===== src/rtl/core/mwrd_pkg.sv =====
// Shared types, codes and helper functions of the masked write record decoder.
// Used by the front, queue, back and top modules; depends on nothing else.
`default_nettype none

package mwrd_pkg;

  // Defaults for the top-level parameters.
  localparam int unsigned MAX_RECORDS_DEF = 32;
  localparam int unsigned QUEUE_DEPTH_DEF = 4;

  // Fixed field widths.
  localparam int unsigned REC_W = 6;

  // Record layout.
  localparam logic [3:0] POS_LAST = 4'd15;
  localparam logic [3:0] TYPE_MAX = 4'd6;

  // Operation kinds.
  localparam logic [2:0] OP_WRITE = 3'd0;

  // Error codes.
  localparam logic [3:0] ERR_NONE        = 4'd0;
  localparam logic [3:0] ERR_SIZE        = 4'd1;
  localparam logic [3:0] ERR_COUNT       = 4'd2;
  localparam logic [3:0] ERR_RESERVED    = 4'd3;
  localparam logic [3:0] ERR_TYPE        = 4'd4;
  localparam logic [3:0] ERR_MASK        = 4'd5;
  localparam logic [3:0] ERR_ADDRESS     = 4'd6;
  localparam logic [3:0] ERR_NO_FOLLOWER = 4'd7;
  localparam logic [3:0] ERR_CHAINED     = 4'd8;

  // Byte masks that a condition can be narrowed to.
  localparam logic [3:0] MASK_LANE0 = 4'h1;
  localparam logic [3:0] MASK_LANE1 = 4'h2;
  localparam logic [3:0] MASK_LANE2 = 4'h4;
  localparam logic [3:0] MASK_LANE3 = 4'h8;
  localparam logic [3:0] MASK_LOW   = 4'h3;
  localparam logic [3:0] MASK_HIGH  = 4'hC;
  localparam logic [3:0] MASK_FULL  = 4'hF;

  // One job handed from the front to the back: an error, or one write
  // record, possibly preceded by the condition record held before it.
  typedef struct packed {
    logic                   is_error;
    logic [3:0]             err_code;
    logic [REC_W-1:0]       rec_total;
    logic                   final_rec;
    logic                   cmp_warn;
    logic                   cond_valid;
    logic [2:0]             cond_type;
    logic [3:0]             cond_mask;
    logic [27:0]            cond_addr;
    logic [31:0]            cond_value;
    logic [3:0]             wr_mask;
    logic [27:0]            wr_addr;
    logic [31:0]            wr_value;
  } mwrd_job_t;

  // One result beat.
  typedef struct packed {
    logic [2:0]             op_kind;
    logic [27:0]            op_address;
    logic [2:0]             op_width;
    logic [31:0]            op_value;
    logic                   has_mask;
    logic [31:0]            compare_mask;
    logic [2:0]             cond_span;
    logic [3:0]             error_code;
    logic                   compare_warning;
    logic                   entry_done;
    logic [REC_W-1:0]       record_total;
    logic                   last_result;
  } mwrd_result_t;

  // Width in bytes of the write that starts at a set lane.
  function automatic logic [2:0] lane_width(input logic [3:0] mask, input logic [1:0] lane);
    logic [3:0] pair;
    pair = (mask >> lane) & 4'b0011;
    if (lane == 2'd0 && mask == MASK_FULL) begin
      return 3'd4;
    end
    if ((lane == 2'd0 || lane == 2'd2) && pair == 4'b0011) begin
      return 3'd2;
    end
    return 3'd1;
  endfunction

  // Lowest set lane at or above the given lane.
  function automatic logic [1:0] first_lane(input logic [3:0] mask, input logic [1:0] from);
    logic [1:0] r;
    r = 2'd0;
    for (int i = 3; i >= 0; i--) begin
      if (mask[i] && 2'(i) >= from) begin
        r = 2'(i);
      end
    end
    return r;
  endfunction

  // Number of writes a byte mask splits into.
  function automatic logic [2:0] count_writes(input logic [3:0] mask);
    logic [2:0] n;
    logic [1:0] skip;
    n    = 3'd0;
    skip = 2'd0;
    for (int l = 0; l < 4; l++) begin
      if (skip != 2'd0) begin
        skip = skip - 2'd1;
      end else if (mask[l]) begin
        n    = n + 3'd1;
        skip = 2'(lane_width(mask, 2'(l)) - 3'd1);
      end
    end
    return n;
  endfunction

  // Byte mask expanded to a bit mask.
  function automatic logic [31:0] expand_mask(input logic [3:0] mask);
    logic [31:0] r;
    r = 32'd0;
    for (int l = 0; l < 4; l++) begin
      r[l*8 +: 8] = {8{mask[l]}};
    end
    return r;
  endfunction

endpackage

`default_nettype wire


===== src/rtl/core/mwrd_front.sv =====
// Front part of the masked write record decoder: assembles records, checks them
// and pushes one job per write record, with its held condition, or per error. Depends on mwrd_pkg.
`default_nettype none

module mwrd_front #(
  parameter int unsigned MAX_RECORDS = mwrd_pkg::MAX_RECORDS_DEF
) (
  input  wire logic               clk_i,
  input  wire logic               rst_ni,
  input  wire logic               in_valid_i,
  input  wire logic [7:0]         data_byte_i,
  input  wire logic               last_byte_i,
  output logic                    in_stall_o,
  input  wire logic               job_full_i,
  output logic                    job_push_o,
  output mwrd_pkg::mwrd_job_t     job_o
);

  localparam logic [mwrd_pkg::REC_W-1:0] MaxRec = mwrd_pkg::REC_W'(MAX_RECORDS);

  // Control state.
  logic [3:0]                  pos_q, pos_d;
  logic [mwrd_pkg::REC_W-1:0]  records_q, records_d;
  logic                        held_valid_q, held_valid_d;
  logic                        cmp_nz_q, cmp_nz_d;
  logic                        cmp_seen_q, cmp_seen_d;
  logic                        discard_q, discard_d;

  // Record payload.
  logic [7:0]   flags_lo_q, flags_lo_d;
  logic         reserved_q, reserved_d;
  logic [27:0]  addr_q, addr_d;
  logic         addr_hi_q, addr_hi_d;
  logic [23:0]  value_q, value_d;
  logic [2:0]   held_type_q, held_type_d;
  logic [3:0]   held_mask_q, held_mask_d;
  logic [27:0]  held_addr_q, held_addr_d;
  logic [31:0]  held_value_q, held_value_d;

  logic                        accept;
  logic [3:0]                  type_w;
  logic [3:0]                  mask_w;
  logic                        rec_full;
  logic [mwrd_pkg::REC_W-1:0]  rec_inc;
  logic [3:0]                  rec_err;
  logic [31:0]                 value_full;
  logic                        cmp_seen_n;
  logic                        byte_nz;

  assign in_stall_o = job_full_i;
  assign accept     = in_valid_i & ~job_full_i;
  assign type_w     = flags_lo_q[3:0];
  assign mask_w     = flags_lo_q[7:4];
  assign rec_full   = records_q >= MaxRec;
  assign rec_inc    = records_q + mwrd_pkg::REC_W'(1);
  assign value_full = {data_byte_i, value_q};
  assign cmp_seen_n = cmp_seen_q | cmp_nz_q;
  assign byte_nz    = data_byte_i != 8'd0;

  // Check order: count, reserved, type, mask, address, chained, no follower.
  always_comb begin
    if (rec_full) begin
      rec_err = mwrd_pkg::ERR_COUNT;
    end else if (reserved_q) begin
      rec_err = mwrd_pkg::ERR_RESERVED;
    end else if (type_w > mwrd_pkg::TYPE_MAX) begin
      rec_err = mwrd_pkg::ERR_TYPE;
    end else if (mask_w == 4'd0) begin
      rec_err = mwrd_pkg::ERR_MASK;
    end else if (addr_hi_q || addr_q[1:0] != 2'd0) begin
      rec_err = mwrd_pkg::ERR_ADDRESS;
    end else if (held_valid_q && type_w != 4'd0) begin
      rec_err = mwrd_pkg::ERR_CHAINED;
    end else if (!held_valid_q && type_w != 4'd0 && last_byte_i) begin
      rec_err = mwrd_pkg::ERR_NO_FOLLOWER;
    end else begin
      rec_err = mwrd_pkg::ERR_NONE;
    end
  end

  always_comb begin
    pos_d        = pos_q;
    records_d    = records_q;
    held_valid_d = held_valid_q;
    cmp_nz_d     = cmp_nz_q;
    cmp_seen_d   = cmp_seen_q;
    discard_d    = discard_q;
    flags_lo_d   = flags_lo_q;
    reserved_d   = reserved_q;
    addr_d       = addr_q;
    addr_hi_d    = addr_hi_q;
    value_d      = value_q;
    held_type_d  = held_type_q;
    held_mask_d  = held_mask_q;
    held_addr_d  = held_addr_q;
    held_value_d = held_value_q;
    job_push_o   = 1'b0;
    job_o        = '0;

    if (accept) begin
      if (discard_q) begin
        if (last_byte_i) begin
          discard_d = 1'b0;
        end
      end else begin
        case (pos_q[3:2])
          2'd0: begin
            case (pos_q[1:0])
              2'd0:    flags_lo_d = data_byte_i;
              2'd1:    reserved_d = byte_nz;
              default: reserved_d = reserved_q | byte_nz;
            endcase
          end
          2'd1: begin
            case (pos_q[1:0])
              2'd0:    addr_d[7:0]   = data_byte_i;
              2'd1:    addr_d[15:8]  = data_byte_i;
              2'd2:    addr_d[23:16] = data_byte_i;
              default: begin
                addr_d[27:24] = data_byte_i[3:0];
                addr_hi_d     = data_byte_i[7:4] != 4'd0;
              end
            endcase
          end
          2'd2: begin
            if (byte_nz) begin
              cmp_nz_d = 1'b1;
            end
          end
          default: begin
            case (pos_q[1:0])
              2'd0:    value_d[7:0]   = data_byte_i;
              2'd1:    value_d[15:8]  = data_byte_i;
              2'd2:    value_d[23:16] = data_byte_i;
              default: value_d        = value_q;
            endcase
          end
        endcase

        if (pos_q != mwrd_pkg::POS_LAST) begin
          pos_d = pos_q + 4'd1;
          if (last_byte_i) begin
            // Entry ends inside a record.
            job_push_o       = 1'b1;
            job_o.is_error   = 1'b1;
            job_o.err_code   = mwrd_pkg::ERR_SIZE;
            job_o.rec_total  = records_q;
            pos_d            = 4'd0;
            records_d        = '0;
            held_valid_d     = 1'b0;
            cmp_nz_d         = 1'b0;
            cmp_seen_d       = 1'b0;
          end
        end else begin
          pos_d = 4'd0;
          if (rec_err != mwrd_pkg::ERR_NONE) begin
            job_push_o      = 1'b1;
            job_o.is_error  = 1'b1;
            job_o.err_code  = rec_err;
            job_o.rec_total = rec_full ? records_q : rec_inc;
            records_d       = '0;
            held_valid_d    = 1'b0;
            cmp_nz_d        = 1'b0;
            cmp_seen_d      = 1'b0;
            discard_d       = ~last_byte_i;
          end else begin
            records_d  = rec_inc;
            cmp_nz_d   = 1'b0;
            cmp_seen_d = cmp_seen_n;
            if (held_valid_q || type_w == 4'd0) begin
              job_push_o       = 1'b1;
              job_o.cond_valid = held_valid_q;
              job_o.cond_type  = held_type_q;
              job_o.cond_mask  = held_mask_q;
              job_o.cond_addr  = held_addr_q;
              job_o.cond_value = held_value_q;
              job_o.wr_mask    = mask_w;
              job_o.wr_addr    = addr_q;
              job_o.wr_value   = value_full;
              held_valid_d     = 1'b0;
              if (last_byte_i) begin
                job_o.final_rec = 1'b1;
                job_o.rec_total = rec_inc;
                job_o.cmp_warn  = cmp_seen_n;
                records_d       = '0;
                cmp_seen_d      = 1'b0;
              end
            end else begin
              held_valid_d = 1'b1;
              held_type_d  = type_w[2:0];
              held_mask_d  = mask_w;
              held_addr_d  = addr_q;
              held_value_d = value_full;
            end
          end
        end
      end
    end
  end

  always_ff @(posedge clk_i or negedge rst_ni) begin
    if (!rst_ni) begin
      pos_q        <= 4'd0;
      records_q    <= '0;
      held_valid_q <= 1'b0;
      cmp_nz_q     <= 1'b0;
      cmp_seen_q   <= 1'b0;
      discard_q    <= 1'b0;
    end else begin
      pos_q        <= pos_d;
      records_q    <= records_d;
      held_valid_q <= held_valid_d;
      cmp_nz_q     <= cmp_nz_d;
      cmp_seen_q   <= cmp_seen_d;
      discard_q    <= discard_d;
    end
  end

  always_ff @(posedge clk_i) begin
    flags_lo_q   <= flags_lo_d;
    reserved_q   <= reserved_d;
    addr_q       <= addr_d;
    addr_hi_q    <= addr_hi_d;
    value_q      <= value_d;
    held_type_q  <= held_type_d;
    held_mask_q  <= held_mask_d;
    held_addr_q  <= held_addr_d;
    held_value_q <= held_value_d;
  end

  // Nothing is handed on while the rest of a failed entry is being dropped.
  a_no_job_while_discarding: assert property (@(posedge clk_i) disable iff (!rst_ni)
    discard_q |-> !job_push_o)
    else $error("job pushed while discarding");

  // A short-record error can only come from the final byte of an entry.
  a_size_error_on_last: assert property (@(posedge clk_i) disable iff (!rst_ni)
    job_push_o && job_o.is_error && job_o.err_code == mwrd_pkg::ERR_SIZE
    |-> last_byte_i)
    else $error("size error without last byte");

endmodule

`default_nettype wire


===== src/rtl/core/mwrd_queue.sv =====
// Short job queue between the front and back parts of the decoder.
// Flip-flop storage with a registered head; depends on mwrd_pkg for the job type.
`default_nettype none

module mwrd_queue #(
  parameter int unsigned DEPTH = mwrd_pkg::QUEUE_DEPTH_DEF
) (
  input  wire logic                 clk_i,
  input  wire logic                 rst_ni,
  input  wire logic                 push_i,
  input  wire mwrd_pkg::mwrd_job_t  push_job_i,
  output logic                      full_o,
  input  wire logic                 pop_i,
  output logic                      head_valid_o,
  output mwrd_pkg::mwrd_job_t       head_job_o
);

  localparam int unsigned IdxW = (DEPTH > 1) ? $clog2(DEPTH) : 1;
  localparam int unsigned CntW = $clog2(DEPTH + 1);
  localparam logic [IdxW-1:0] IdxLast = IdxW'(DEPTH - 1);
  localparam logic [CntW-1:0] CntFull = CntW'(DEPTH);

  mwrd_pkg::mwrd_job_t entry_q [DEPTH];
  logic [IdxW-1:0] wr_ptr_q, wr_ptr_d;
  logic [IdxW-1:0] rd_ptr_q, rd_ptr_d;
  logic [CntW-1:0] count_q, count_d;
  logic            do_push;
  logic            do_pop;

  assign full_o       = count_q == CntFull;
  assign head_valid_o = count_q != '0;
  assign head_job_o   = entry_q[rd_ptr_q];
  assign do_push      = push_i & ~full_o;
  assign do_pop       = pop_i & head_valid_o;

  always_comb begin
    wr_ptr_d = wr_ptr_q;
    rd_ptr_d = rd_ptr_q;
    count_d  = count_q;
    if (do_push) begin
      wr_ptr_d = (wr_ptr_q == IdxLast) ? '0 : wr_ptr_q + IdxW'(1);
    end
    if (do_pop) begin
      rd_ptr_d = (rd_ptr_q == IdxLast) ? '0 : rd_ptr_q + IdxW'(1);
    end
    if (do_push && !do_pop) begin
      count_d = count_q + CntW'(1);
    end else if (do_pop && !do_push) begin
      count_d = count_q - CntW'(1);
    end
  end

  always_ff @(posedge clk_i or negedge rst_ni) begin
    if (!rst_ni) begin
      wr_ptr_q <= '0;
      rd_ptr_q <= '0;
      count_q  <= '0;
    end else begin
      wr_ptr_q <= wr_ptr_d;
      rd_ptr_q <= rd_ptr_d;
      count_q  <= count_d;
    end
  end

  always_ff @(posedge clk_i) begin
    if (do_push) begin
      entry_q[wr_ptr_q] <= push_job_i;
    end
  end

  // The front must hold off while the queue is full, or a job is lost.
  a_no_push_when_full: assert property (@(posedge clk_i) disable iff (!rst_ni)
    push_i |-> !full_o)
    else $error("job pushed into a full queue");

  // The fill level follows the two pointers.
  a_count_tracks_ptrs: assert property (@(posedge clk_i) disable iff (!rst_ni)
    count_q == '0 || count_q == CntFull |-> wr_ptr_q == rd_ptr_q)
    else $error("queue pointers disagree with fill level");

endmodule

`default_nettype wire


===== src/rtl/core/mwrd_back.sv =====
// Back part of the decoder: expands each job into condition and write results,
// or an error result, one per cycle unless stalled, into the output register; needs mwrd_pkg.
`default_nettype none

module mwrd_back (
  input  wire logic                 clk_i,
  input  wire logic                 rst_ni,
  input  wire logic                 job_valid_i,
  input  wire mwrd_pkg::mwrd_job_t  job_i,
  output logic                      job_pop_o,
  input  wire logic                 out_stall_i,
  output logic                      out_valid_o,
  output mwrd_pkg::mwrd_result_t    res_o
);

  logic                    out_valid_q;
  mwrd_pkg::mwrd_result_t  res_q, res_d;
  logic                    cond_done_q, cond_done_d;
  logic [1:0]              lane_q, lane_d;

  logic        load;
  logic        emit;
  logic [1:0]  start;
  logic [2:0]  wr_width;
  logic [2:0]  nxt;
  logic        more;
  logic [31:0] wr_shifted;
  logic [31:0] sel;
  logic        fits;

  assign load       = ~out_valid_q | ~out_stall_i;
  assign emit       = job_valid_i & load;
  assign start      = mwrd_pkg::first_lane(job_i.wr_mask, lane_q);
  assign wr_width   = mwrd_pkg::lane_width(job_i.wr_mask, start);
  assign nxt        = {1'b0, start} + wr_width;
  assign more       = (job_i.wr_mask >> nxt) != 4'd0;
  assign wr_shifted = job_i.wr_value >> {start, 3'b000};
  assign sel        = mwrd_pkg::expand_mask(job_i.cond_mask);
  assign fits       = (job_i.cond_value & ~sel) == 32'd0;

  always_comb begin
    res_d       = '0;
    job_pop_o   = 1'b0;
    cond_done_d = cond_done_q;
    lane_d      = lane_q;

    if (job_i.is_error) begin
      res_d.error_code   = job_i.err_code;
      res_d.entry_done   = 1'b1;
      res_d.record_total = job_i.rec_total;
      res_d.last_result  = 1'b1;
      job_pop_o          = emit;
    end else if (job_i.cond_valid && !cond_done_q) begin
      res_d.op_kind    = job_i.cond_type;
      res_d.cond_span  = mwrd_pkg::count_writes(job_i.wr_mask);
      res_d.op_address = job_i.cond_addr;
      res_d.op_width   = 3'd4;
      res_d.op_value   = job_i.cond_value;
      if (!fits) begin
        res_d.has_mask     = 1'b1;
        res_d.compare_mask = sel;
      end else begin
        case (job_i.cond_mask)
          mwrd_pkg::MASK_LANE0: begin
            res_d.op_width = 3'd1;
            res_d.op_value = {24'd0, job_i.cond_value[7:0]};
          end
          mwrd_pkg::MASK_LANE1: begin
            res_d.op_address = job_i.cond_addr + 28'd1;
            res_d.op_width   = 3'd1;
            res_d.op_value   = {24'd0, job_i.cond_value[15:8]};
          end
          mwrd_pkg::MASK_LANE2: begin
            res_d.op_address = job_i.cond_addr + 28'd2;
            res_d.op_width   = 3'd1;
            res_d.op_value   = {24'd0, job_i.cond_value[23:16]};
          end
          mwrd_pkg::MASK_LANE3: begin
            res_d.op_address = job_i.cond_addr + 28'd3;
            res_d.op_width   = 3'd1;
            res_d.op_value   = {24'd0, job_i.cond_value[31:24]};
          end
          mwrd_pkg::MASK_LOW: begin
            res_d.op_width = 3'd2;
            res_d.op_value = {16'd0, job_i.cond_value[15:0]};
          end
          mwrd_pkg::MASK_HIGH: begin
            res_d.op_address = job_i.cond_addr + 28'd2;
            res_d.op_width   = 3'd2;
            res_d.op_value   = {16'd0, job_i.cond_value[31:16]};
          end
          mwrd_pkg::MASK_FULL: begin
            res_d.op_width = 3'd4;
          end
          default: begin
            res_d.has_mask     = 1'b1;
            res_d.compare_mask = sel;
          end
        endcase
      end
      if (emit) begin
        cond_done_d = 1'b1;
      end
    end else begin
      res_d.op_kind    = mwrd_pkg::OP_WRITE;
      res_d.op_address = job_i.wr_addr + {26'd0, start};
      res_d.op_width   = wr_width;
      case (wr_width)
        3'd1:    res_d.op_value = {24'd0, wr_shifted[7:0]};
        3'd2:    res_d.op_value = {16'd0, wr_shifted[15:0]};
        default: res_d.op_value = wr_shifted;
      endcase
      if (!more) begin
        res_d.last_result = 1'b1;
        if (job_i.final_rec) begin
          res_d.entry_done      = 1'b1;
          res_d.record_total    = job_i.rec_total;
          res_d.compare_warning = job_i.cmp_warn;
        end
        job_pop_o = emit;
        if (emit) begin
          cond_done_d = 1'b0;
          lane_d      = 2'd0;
        end
      end else if (emit) begin
        lane_d = nxt[1:0];
      end
    end
  end

  always_ff @(posedge clk_i or negedge rst_ni) begin
    if (!rst_ni) begin
      out_valid_q <= 1'b0;
      cond_done_q <= 1'b0;
      lane_q      <= 2'd0;
    end else begin
      if (load) begin
        out_valid_q <= job_valid_i;
      end
      cond_done_q <= cond_done_d;
      lane_q      <= lane_d;
    end
  end

  always_ff @(posedge clk_i) begin
    if (emit) begin
      res_q <= res_d;
    end
  end

  assign out_valid_o = out_valid_q;
  assign res_o       = res_q;

  // A condition is always followed by writes of the same job.
  a_cond_keeps_job: assert property (@(posedge clk_i) disable iff (!rst_ni)
    emit && !job_i.is_error && job_i.cond_valid && !cond_done_q |-> !job_pop_o)
    else $error("job retired on its condition result");

  // Whatever closes an entry is also the last result of its byte.
  a_done_is_last: assert property (@(posedge clk_i) disable iff (!rst_ni)
    out_valid_q && res_q.entry_done |-> res_q.last_result)
    else $error("entry closed before the last result of its byte");

endmodule

`default_nettype wire


===== src/rtl/core/masked_write_record_decoder_top.sv =====
// Top level of the masked write record decoder: front, job queue and back.
// Depends on mwrd_pkg, mwrd_front, mwrd_queue and mwrd_back.
//
//   Beat kind   Direction  Handshake                  Payload
//   ---------   ---------  -------------------------  -------------------------------
//   byte in     input      in_valid_i / in_stall_o    data_byte_i, last_byte_i
//   result out  output     out_valid_o / out_stall_i  op_kind_o .. last_result_o
//
// One input beat is taken every cycle while the job queue has room. A byte
// that completes a write record, or that fails a check, becomes one job; a
// condition record rides in the job of its write. The back turns a job into
// one to three result beats, one per cycle while the output is not stalled;
// its first result passes through the queue and then the output register.
// Reset is asynchronous and active low; it empties the queue and the output
// register and needs no clearing pass, so the block takes a byte right away.
// A stalled output holds its beat; the queue keeps absorbing jobs until it is
// full, and only then is the input stalled.
`default_nettype none

module masked_write_record_decoder_top #(
  parameter int unsigned MAX_RECORDS = mwrd_pkg::MAX_RECORDS_DEF,
  parameter int unsigned QUEUE_DEPTH = mwrd_pkg::QUEUE_DEPTH_DEF
) (
  input  wire logic         clk_i,
  input  wire logic         rst_ni,

  // Byte channel.
  input  wire logic         in_valid_i,
  output logic              in_stall_o,
  input  wire logic [7:0]   data_byte_i,
  input  wire logic         last_byte_i,

  // Result channel.
  output logic              out_valid_o,
  input  wire logic         out_stall_i,
  output logic [2:0]        op_kind_o,
  output logic [27:0]       op_address_o,
  output logic [2:0]        op_width_o,
  output logic [31:0]       op_value_o,
  output logic              has_mask_o,
  output logic [31:0]       compare_mask_o,
  output logic [2:0]        cond_span_o,
  output logic [3:0]        error_code_o,
  output logic              compare_warning_o,
  output logic              entry_done_o,
  output logic [5:0]        record_total_o,
  output logic              last_result_o
);

  // Jobs travel from the front through the queue to the back.
  mwrd_pkg::mwrd_job_t     push_job;
  mwrd_pkg::mwrd_job_t     head_job;
  mwrd_pkg::mwrd_result_t  res;
  logic                    job_push;
  logic                    queue_full;
  logic                    head_valid;
  logic                    job_pop;

  // The front assembles bytes into records, runs the checks in their fixed
  // order and keeps a condition record aside until its write follower comes.
  mwrd_front #(
    .MAX_RECORDS (MAX_RECORDS)
  ) u_front (
    .clk_i       (clk_i),
    .rst_ni      (rst_ni),
    .in_valid_i  (in_valid_i),
    .data_byte_i (data_byte_i),
    .last_byte_i (last_byte_i),
    .in_stall_o  (in_stall_o),
    .job_full_i  (queue_full),
    .job_push_o  (job_push),
    .job_o       (push_job)
  );

  // The queue decouples the byte rate from the result rate, so that a
  // stalled consumer does not hold up the link at once.
  mwrd_queue #(
    .DEPTH (QUEUE_DEPTH)
  ) u_queue (
    .clk_i        (clk_i),
    .rst_ni       (rst_ni),
    .push_i       (job_push),
    .push_job_i   (push_job),
    .full_o       (queue_full),
    .pop_i        (job_pop),
    .head_valid_o (head_valid),
    .head_job_o   (head_job)
  );

  // The back emits the narrowed or masked condition first, then the writes
  // lane by lane, and marks the result that closes the entry.
  mwrd_back u_back (
    .clk_i       (clk_i),
    .rst_ni      (rst_ni),
    .job_valid_i (head_valid),
    .job_i       (head_job),
    .job_pop_o   (job_pop),
    .out_stall_i (out_stall_i),
    .out_valid_o (out_valid_o),
    .res_o       (res)
  );

  assign op_kind_o         = res.op_kind;
  assign op_address_o      = res.op_address;
  assign op_width_o        = res.op_width;
  assign op_value_o        = res.op_value;
  assign has_mask_o        = res.has_mask;
  assign compare_mask_o    = res.compare_mask;
  assign cond_span_o       = res.cond_span;
  assign error_code_o      = res.error_code;
  assign compare_warning_o = res.compare_warning;
  assign entry_done_o      = res.entry_done;
  assign record_total_o    = res.record_total;
  assign last_result_o     = res.last_result;

endmodule

`default_nettype wire


===== config.mk =====
export PLATFORM = sky130hd
export DESIGN_NAME = masked_write_record_decoder_top
export DESIGN_NICKNAME = d
export VERILOG_FILES = /design/src/rtl/core/mwrd_pkg.sv /design/src/rtl/core/mwrd_front.sv /design/src/rtl/core/mwrd_queue.sv /design/src/rtl/core/mwrd_back.sv /design/src/rtl/core/masked_write_record_decoder_top.sv
export SDC_FILE = /design/constraint.sdc
export NUM_CORES = 1
export LEC_CHECK = 0
export ABC_AREA = 1
export BUFFER_PORTS_ARGS = -buffer_cell sky130_fd_sc_hd__buf_4
export CAP_MARGIN = 10
export CELL_PAD_IN_SITES_DETAIL_PLACEMENT = 1
export CELL_PAD_IN_SITES_GLOBAL_PLACEMENT = 2
export CORE_MARGIN = 10
export CORE_UTILIZATION = 38
export CTS_BUF_LIST = sky130_fd_sc_hd__clkbuf_8
export DETAILED_ROUTE_END_ITERATION = 10
export PLACE_DENSITY = 0.82
export SLEW_MARGIN = 20
export SYNTH_ARGS = -nofsm -noshare
export SYNTH_HDL_FRONTEND = slang
export SYNTH_HIERARCHICAL = 1
export SYNTH_SLANG_ARGS = --single-unit

===== constraint.sdc =====
create_clock -name clk_i -period 8.65 [get_ports clk_i]
set_input_delay 1.73 -clock clk_i [delete_from_list [all_inputs] [get_ports clk_i]]
set_output_delay 1.73 -clock clk_i [all_outputs]
set_load 0.02 [all_outputs]

==> impl_metrics.yaml <==
run_status:
  status: "completed"
sta:
  min_period_ns: 6.62
  final.setup.tns_ns: 0
  skew_ns: 0.0387
  tightest_slew_ns: 1.14
  rsz0062_at_grt: "false"
  fin_hold_ws_ns: 0.439
  fin_ws_ns: 2.03
  hold_viol: 0
  finalCritPeriodShare_pct: 76.5
  setup_viol: 0
  fmax_mhz: 151
  slew_viol_final: 0
  slew_headroom_pct: 23.8
cells_and_area:
  fin_area_um2: 42600
  syn_to_final_growth_pct: 11.3
  layout.nets: 3595
  drive_gt1_share_pct: 13.5
  fin_cells: 4971
  n_fill_cell: 10800
yosys:
  ys_seq_area_share_pct: 64.1
  yosys_warnings: 6
  postSynthAreaPerCell_um2: 11.1
  ys_async_sr_fraction_pct: 3.05
  synth_edf_count: 796
  synth_top_area_share_pct: 62.4
  synth_cell_types: 55
  synth_area_leaders: "edfxtp_1 62%, nand2_1 8.4%, o211ai_1 5.6%"
  yosysTopAreaCell: "edfxtp_1"
  syn_area_um2: 38300
  synthFlopType: "edfxtp_1"
  synth-seq-cells: 821
  syn_inst: 3440
worst_setup_path:
  cp_data_required_time_ns: 9.34
  crit_top_cell: "nand2_1"
  cp_max_fo: 52
  reg2reg_depth: 25
  cp-start-kind: "flip-flop"
  reg2reg_from: "u_queue/rd_ptr_q[1]"
  crit_path_end_kind: "flip-flop"
  max_stage_delay_ns: 0.86
  cpMaxStageDelayCell: "clkinv_1"
  r2r-end: "u_queue/count_q[2]"
  critPathKind: "reg2reg"
  arrival_ns: 7.31
  worstSetupStartpoint: "u_queue/rd_ptr_q[1]"
  r2r_slack_ns: 2.03
placed_design:
  hpwl_um: 71400
  placed_area_um2: 39900
  post-place-cells: 4712
  gp_congestion: 0.857
  port_buffers: 129
  pre_cts_slack_ns: 1.99
die:
  row_count: 116
  io_pins: 130
  core_um2: 100000
  die_area_um2: 114000
  start_util_pct: 38.3
  dieHeight_um: 337
  dieWidth_um: 337
route:
  viasPerCell: 5.23
  drt-total-wl_um: 113000
  routedWlPerCell_um: 22.8
  drtIter0Drc: 2042
  dr.pass1.iters: 6
  drc: 0
  ant_nets: 0
  via_count: 26000
clock_network:
  ctsHoldBuffers: 0
  path_clk_slew_ns: 0.06
  cts_num_sinks: 821
  root_buffer: "clkbuf_8"
  htreeDepth: 4
  numCtsBuffers: 143
  cts_buffer_depth: 3
  post_cts_resized: 0
  cts_tree: "built"
  clk-insertion-delay-late_ns: 0.82
  postCtsSetupBuffers: 0
worst_hold_path:
  worstHoldPathCells: 0
  min_from: "u_front/value_q[13]"
  hp-class: "reg2reg"
  min_to: "u_front/held_value_q[13]"
grt:
  grt_overflow: 0
  first_global_vias: 26500
  grt_max_degree: 181
  grt_antenna_before_repair: 12
  grt_usage_pct: 19.7
  grt_pass1_wl_um: 168000
pwr:
  seq_power_share_pct: 35.8
  p_clk_share_pct: 23.2
  switching_power_mw: 6.36
  pwr-share-comb_pct: 41.0
  power.leakage_nw: 16.2
  p_int_mw: 8.51
  ir_drop_v: 0.000216
  power_density_nw_per_um2: 349
  p_sw_share_pct: 42.8
run:
  max_cap_viol_count: 0
==> cell usage in the layout, fill, tap and decap left out, drive strengths merged, types with 7 or more instances in the layout <==
master | netlist | routed
a211oi | 10 | 10
a21oi | 85 | 85
buf | 151 | 162
bufinv | 0 | 7
clkbuf | 38 | 151
clkinv | 1 | 42
dfrtp | 25 | 25
edfxtp | 796 | 796
ha | 20 | 20
inv | 490 | 541
nand2 | 868 | 868
nand3 | 98 | 98
nand4 | 22 | 22
nor2 | 201 | 201
nor3 | 30 | 30
nor3b | 114 | 114
o211ai | 298 | 298
o21ai | 113 | 113
o22ai | 17 | 17
xnor2 | 10 | 10
xor2 | 20 | 20
==> layer usage <==
| metal | track usage, % | up-vias | share of wire (%) |
|---|---|---|---|
| li1 | - | 12000 | - |
| met1 | 26.0 | 13000 | 43 |
| met2 | 31.8 | 778 | 47 |
| met3 | 4.29 | 197 | 6.9 |
| met4 | 7.18 | 0 | 3.0 |
| met5 | 0 | - | 0 |
==> cell families (layout without fill, tap and decap cells) <==
logic type	Yosys count	count (layout)	share of synthesized area (%)
AND/OR/NAND/NOR	1344	1344	16.4
flip-flops	821	821	64.1
buffers and inverters	680	909	8.60
AO/OA/AOI/OAI	541	541	9.45
XOR/XNOR	30	30	0.686
adder cells (fa/ha/maj)	23	23	0.810
other	1	5	0.00979
==> worst max path at each step <==
| stage | end | slack, ns | depth (start not counted) |
|---|---|---|---|
| finish | u_queue/count_q[2] | 2.03 | 25 |
| global route | u_queue/count_q[2] | 1.29 | 25 |
| CTS | u_queue/count_q[2] | 1.90 | 25 |
| detailed placement | u_queue/count_q[2] | 1.99 | 25 |
| global placement | u_queue/count_q[2] | 2.15 | 25 |
| floorplan | u_queue/entry_q[0][0] | -0.75 | 10 |
==> cell type report <==
cell class / count / area (µm²) / share of cell area (%)
Multi-Input combinational cell: 1940 / 10600 / 24.8
Sequential cell: 821 / 24500 / 57.6
Timing Repair Buffer: 162 / 1280 / 3.01
Clock inverter: 105 / 664 / 1.56
Clock buffer: 151 / 2080 / 4.88
Tap cell: 1298 / 1620 / 3.81
Antenna cell: 3 / 7.51 / 0.0176
Inverter: 491 / 1850 / 4.34
==> synthesized netlist by cell type, types with 3 or more instances <==
cell type / n
a211oi_1: 10
a21boi_0: 6
a21oi_1: 82
a21oi_2: 3
buf_2: 35
buf_4: 43
buf_6: 71
clkbuf_1: 37
dfrtp_1: 25
edfxtp_1: 796
fa_1: 3
ha_1: 20
inv_1: 484
inv_2: 6
nand2_1: 859
nand2_2: 4
nand2_4: 5
nand3_1: 95
nand3b_1: 3
nand4_1: 21
nor2_1: 188
nor2_2: 7
nor2_4: 5
nor3_1: 24
nor3_2: 6
nor3b_1: 38
nor3b_2: 76
nor4_1: 3
o211ai_1: 288
o211ai_2: 10
o21ai_0: 104
o21ai_1: 8
o22ai_1: 17
or2_2: 4
xnor2_1: 10
xor2_1: 20
==> registers in the layout (all words and copies together), names as in the netlist, 3 cells and up <==
register and flops:
u_queue/entry_q 580, u_front/records_q 6, u_front/held_type_q 3, u_back/res_o 87, u_front/held_addr_q 28, u_queue/count_q 3
u_front/flags_lo_q 8, u_front/addr_q 28, u_front/held_mask_q 4, u_front/value_q 24, u_front/pos_q 4, u_front/held_value_q 32
==> critical path, delay by kind of cell, from the launching register on <==
kind                     cells  cell delay [ns]
AND/OR/NAND/NOR              9             1.13
buffers and inverters        5             1.56
flip-flops                   1             0.83
adder cells (fa/ha/maj)      3             0.81
AO/OA/AOI/OAI                7             1.90
XOR/XNOR                     1             0.22
==> power groups by stage <==
stage / combinational (mW) / sequential, mW / clock, mW
floorplan: 3.90 / 5.60 / 0
global placement: 5.99 / 5.39 / 0
detailed placement: 6.08 / 5.41 / 0
CTS: 6.11 / 5.33 / 3.54
global route: 6.71 / 5.37 / 3.72
finish: 6.10 / 5.32 / 3.45
==> through the flow <==
stage               power [mW]  utilization [%]
floorplan                 9.50                -
global placement          11.4             39.8
detailed placement        11.5             39.9
CTS                       15.0             42.6
global route              15.8             42.6
finish                    14.9             42.6
Note: power is estimated with default switching activity, not from simulation.
